$ cat src/rtl/pcte_pkg.sv
`timescale 1ns / 1ps
// ----------------------------------------------------------------------------
// pcte_pkg
// Shared types and constants of the parity counter threshold engine.
// ----------------------------------------------------------------------------
package pcte_pkg;

   localparam int COUNTER_BITS_DEF = 8;
   localparam int LANES_DEF        = 64;
   localparam int WORDS_DEF        = 512;

   localparam int FUNC_W       = 2;
   localparam int WORD_INDEX_W = 9;
   localparam int BITS_W       = 64;
   localparam int THRESHOLD_W  = 8;
   localparam int REM_W        = 22;

   typedef enum logic [FUNC_W-1:0] {
      FUNC_ADD  = 2'd0,
      FUNC_SUB  = 2'd1,
      FUNC_CLR  = 2'd2,
      FUNC_HOLD = 2'd3
   } func_type;

   typedef struct packed {
      logic     valid;
      func_type func;
   } pcte_ctl_type;

endpackage

$ cat src/rtl/pcte_update.sv
`timescale 1ns / 1ps
// ----------------------------------------------------------------------------
// pcte_update
// Lane arithmetic: add, subtract threshold, clear or hold each counter of a
// row, and extract the sign plane.
// ----------------------------------------------------------------------------
module pcte_update
   import pcte_pkg::*;
#(
   parameter int COUNTER_BITS = COUNTER_BITS_DEF,
   parameter int LANES        = LANES_DEF
) (
   input  pcte_ctl_type                    ctl,
   input  logic [COUNTER_BITS*LANES-1:0]   old_row,
   input  logic [BITS_W-1:0]               bits,
   input  logic [THRESHOLD_W-1:0]          threshold,
   output logic [COUNTER_BITS*LANES-1:0]   new_row,
   output logic [BITS_W-1:0]               sign_bits
);

   logic [15:0]             thr_wide;
   logic [COUNTER_BITS-1:0] thr_cnt;

   assign thr_wide = {{(16-THRESHOLD_W){1'b0}}, threshold};
   assign thr_cnt  = thr_wide[COUNTER_BITS-1:0];

   for (genvar k = 0; k < LANES; k++) begin : g_lane
      logic                    lane_bit;
      logic [COUNTER_BITS-1:0] old_cnt;
      logic [COUNTER_BITS-1:0] new_cnt;

      if (k < BITS_W) begin : g_in
         assign lane_bit = bits[k];
      end else begin : g_noin
         assign lane_bit = 1'b0;
      end

      assign old_cnt = old_row[k*COUNTER_BITS +: COUNTER_BITS];

      always_comb begin
         case (ctl.func)
            FUNC_ADD: new_cnt = old_cnt + {{(COUNTER_BITS-1){1'b0}}, lane_bit};
            FUNC_SUB: new_cnt = old_cnt - thr_cnt;
            FUNC_CLR: new_cnt = '0;
            default:  new_cnt = old_cnt;
         endcase
      end

      assign new_row[k*COUNTER_BITS +: COUNTER_BITS] = new_cnt;
   end

   for (genvar k = 0; k < BITS_W; k++) begin : g_sign
      if (k < LANES) begin : g_live
         assign sign_bits[k] = new_row[k*COUNTER_BITS + COUNTER_BITS - 1];
      end else begin : g_dead
         assign sign_bits[k] = 1'b0;
      end
   end

endmodule

$ cat config.mk
export PLATFORM = sky130hd
export DESIGN_NAME = pcte_update
export DESIGN_NICKNAME = d
export VERILOG_FILES = /design/src/rtl/pcte_pkg.sv /design/src/rtl/pcte_update.sv
export SDC_FILE = /design/constraint.sdc
export NUM_CORES = 2
export LEC_CHECK = 0
export CAP_MARGIN = 20
export CELL_PAD_IN_SITES_DETAIL_PLACEMENT = 2
export CELL_PAD_IN_SITES_GLOBAL_PLACEMENT = 2
export CORE_AREA = 2 2 450 452
export DETAILED_ROUTE_END_ITERATION = 8
export DIE_AREA = 0 0 452 454
export DONT_BUFFER_PORTS = 1
export GPL_ROUTABILITY_DRIVEN = 0
export PLACE_DENSITY_LB_ADDON = 0.12
export SLEW_MARGIN = 20
export SYNTH_ARGS = -nofsm -noshare
export SYNTH_HDL_FRONTEND = slang
export SYNTH_SLANG_ARGS = --single-unit
$ cat constraint.sdc
create_clock -name vclk -period 4.5
set_input_delay 0.45 -clock vclk [all_inputs]
set_output_delay 0.45 -clock vclk [all_outputs]
set_load 0.03 [all_outputs]
==> results.md <==
| Group | Metric | This run |
|:---|:---|:---|
| finish | Share of cells above drive strength 1 | 14.59% |
| logic synthesis | Distinct cell type count of the synthesized netlist | 53 |
| status | Status | finished, final reports clean |
| placed design | Hpwl dp | 163700 um |
| logic synthesis | Seq/Total Area, Yosys | 0% |
| finish | Post-Layout Inst Area | 36520 um2 |
| timing | Achievable frequency | 237.2 MHz |
| finish | Total Nets Final | 5655 |
| global routing | Vias in the first global route | 34760 |
| detailed routing | Drt pass-1 iters | 5 |
| die | Initial standard-cell utilization of the core | 14.34% |
| setup path | Category of the critical setup timing path | input pin to output pin |
| die | Die ar. | 205200 um2 |
| global routing | First-pass GRT wire length | 277400 um |
| finish | Count of sequential standard cells | 0 |
| placed design | Number of port buffers | 0 |
| timing | Setup TNS Final | 0 ps |
| detailed routing | WL/cell | 28.43 um |
| logic synthesis | Synth warnings | 0 |
| detailed routing | Violation count after the first detailed-routing iteration | 1085 |
| global routing | GRT busiest layer | met2 |
| timing | Final hold vios | 0 |
| detailed routing | Antenna Violating Nets Remaining | 0 |
| logic synthesis | Synthesized net count | 5410 |
| job | Number of maximum-capacitance constraint violations | 0 |
| timing | Min Hold Slack | 1125 ps |
| global routing | Met2 Resource Use GR | 35.21% |
| detailed routing | DRC | 0 |
| logic synthesis | Post-Syn Instances | 4261 |
| timing | Slew HR | 34.00% |
| timing | Number of slew-limit violations in the final report | 0 |
| global routing | GR met3 Demand/Resource | 4.650% |
| global routing | Pin count of the biggest net entering global routing | 621 |
| global routing | Overall track demand over capacity in global routing | 18.61% |
| global routing | Initial antenna violation count | 10 |
| die | Die extent in x | 452 um |
| finish | Number of filler cells placed in the layout | 23780 |
| logic synthesis | Syn Area/Cell | 6.759 um2 |
| timing | Clock period minus worst slack | 4216 ps |
| global routing | Total congestion overflow | 0 |
| placed design | Placed inst area | 36260 um2 |
| detailed routing | Number of vias in the routed layout | 32620 |
| detailed routing | Via density per instance | 4.538 |
| detailed routing | Total wire length | 204400 um |
| die | Vertical die dimension | 454 um |
| die | Io pins | 1163 |
| setup path | Arrival time of data at the critical path endpoint | 3770 ps |
| die | Core area | 200900 um2 |
| worst hold path | Path class of the lowest-slack min-delay path | input pin to output pin |
| finish | Area added between synthesis and finish | 26.80% |
| setup path | Type of element launching the critical path | input pin |
| setup path | CP Capture Type | output pin |
| logic synthesis | Netlist area before placement | 28800 um2 |
| finish | Clk_buf instances | 0 |
| setup path | Crit path required time | 4050 ps |
| global routing | Global-route met1 utilization | 21.31% |
| setup path | Maximum fanout along the worst path | 109 |
| timing | Fin crit share | 93.69% |
| die | Cell row count | 165 |
| finish | Combined flip-flop and latch cell area | 0 um2 |
| timing | Worst Max-Slew Pin Slew | 990.0 ps |
| timing | RSZ-0062 raised after global routing | false |
| timing | Final setup violation count | 0 |
worst paths after layout:
kind | endpoint | startpoint | slack (ps) | cells past startpoint
worst max-delay path | new_row[87] | ctl[1] | 280 | 14
worst min-delay path | new_row[397] | ctl[1] | 1120 | 2
cell usage after synthesis (75+ instances only):
| cell | count | area, um2 |
|---|---|---|
| inv_1 | 181 | 679.4 |
| buf_2 | 75 | 375.4 |
| nor2_1 | 413 | 1550 |
| nand3_1 | 100 | 500.5 |
| nand2b_1 | 101 | 631.9 |
| a21oi_1 | 131 | 655.6 |
| nor2b_1 | 112 | 700.7 |
| nand2_1 | 508 | 1907 |
| clkbuf_1 | 116 | 435.4 |
| ha_1 | 498 | 6231 |
| o21ai_1 | 513 | 2567 |
| xor2_1 | 199 | 1743 |
| xnor2_1 | 242 | 2120 |
metrics by stage:
step                cells  setup slack [ps]  util (%)
finish               7187             284.0     18.18
global route         7179             7.554     18.17
CTS                  7169             14.93     18.05
detailed placement   7169             25.42     18.05
global placement     7169             150.4     18.05
floorplan            4261             284.7         -
timing repair:
item	CTS	global route
setup buffers	0	1
gates resized for setup	0	14
endpoints found under the hold margin	0	0
hold buffers	0	0
setup endpoints to repair	0	228
final cells by class:
type,count,area [um2],area share (%)
diodes,11,27.53,0.07538
multi-input cells,3780,27330,74.84
repair buffers,532,5077,13.90
well taps,2672,3343,9.155
inverters,192,738.2,2.022
critical path: stages:
cell and delay [ps]:
buf_16 200, inv_12 250, and3_4 390, buf_12 290
buf_4 200, nor2_1 50, ha_1 340, o2111ai_1 200
a31oi_1 300, xor2_1 230, nor4_1 70, a31oi_1 290
o311ai_4 190, buf_12 190
routing by layer:
| layer | vias to the layer above | routed length (um) |
|---|---|---|
| met2 | 727 | 106400 |
| met5 | - | 13 |
| met4 | 2 | 3128 |
| met3 | 86 | 12970 |
| li1 | 15440 | - |
| met1 | 16360 | 81830 |
kinds of logic (layout without fill, tap and decap cells):
logic type	Yosys count	count (layout)	synth area share (%)
and+or+nand+nor	1552	1552	25.23
AOI/OAI and AO/OA	1223	1223	27.77
adders and majority gates	562	562	26.09
buffers and inverters	481	724	7.429
xor gates and xnor gates	441	441	13.41
muxes	2	2	0.06952
other	0	11	0
placed cells by master (no fill, tap or decap), types with 77 or more instances in the layout:
| cell | synthesis | routed |
|---|---|---|
| nor2_1 | 413 | 411 |
| nand3_1 | 100 | 98 |
| nand2_1 | 508 | 507 |
| a21oi_1 | 131 | 131 |
| buf_12 | 0 | 77 |
| o21ai_1 | 513 | 511 |
| xor2_1 | 199 | 199 |
| nor2b_1 | 112 | 112 |
| ha_1 | 498 | 498 |
| nand2b_1 | 101 | 101 |
| inv_1 | 181 | 181 |
| xnor2_1 | 242 | 241 |
| buf_4 | 64 | 448 |
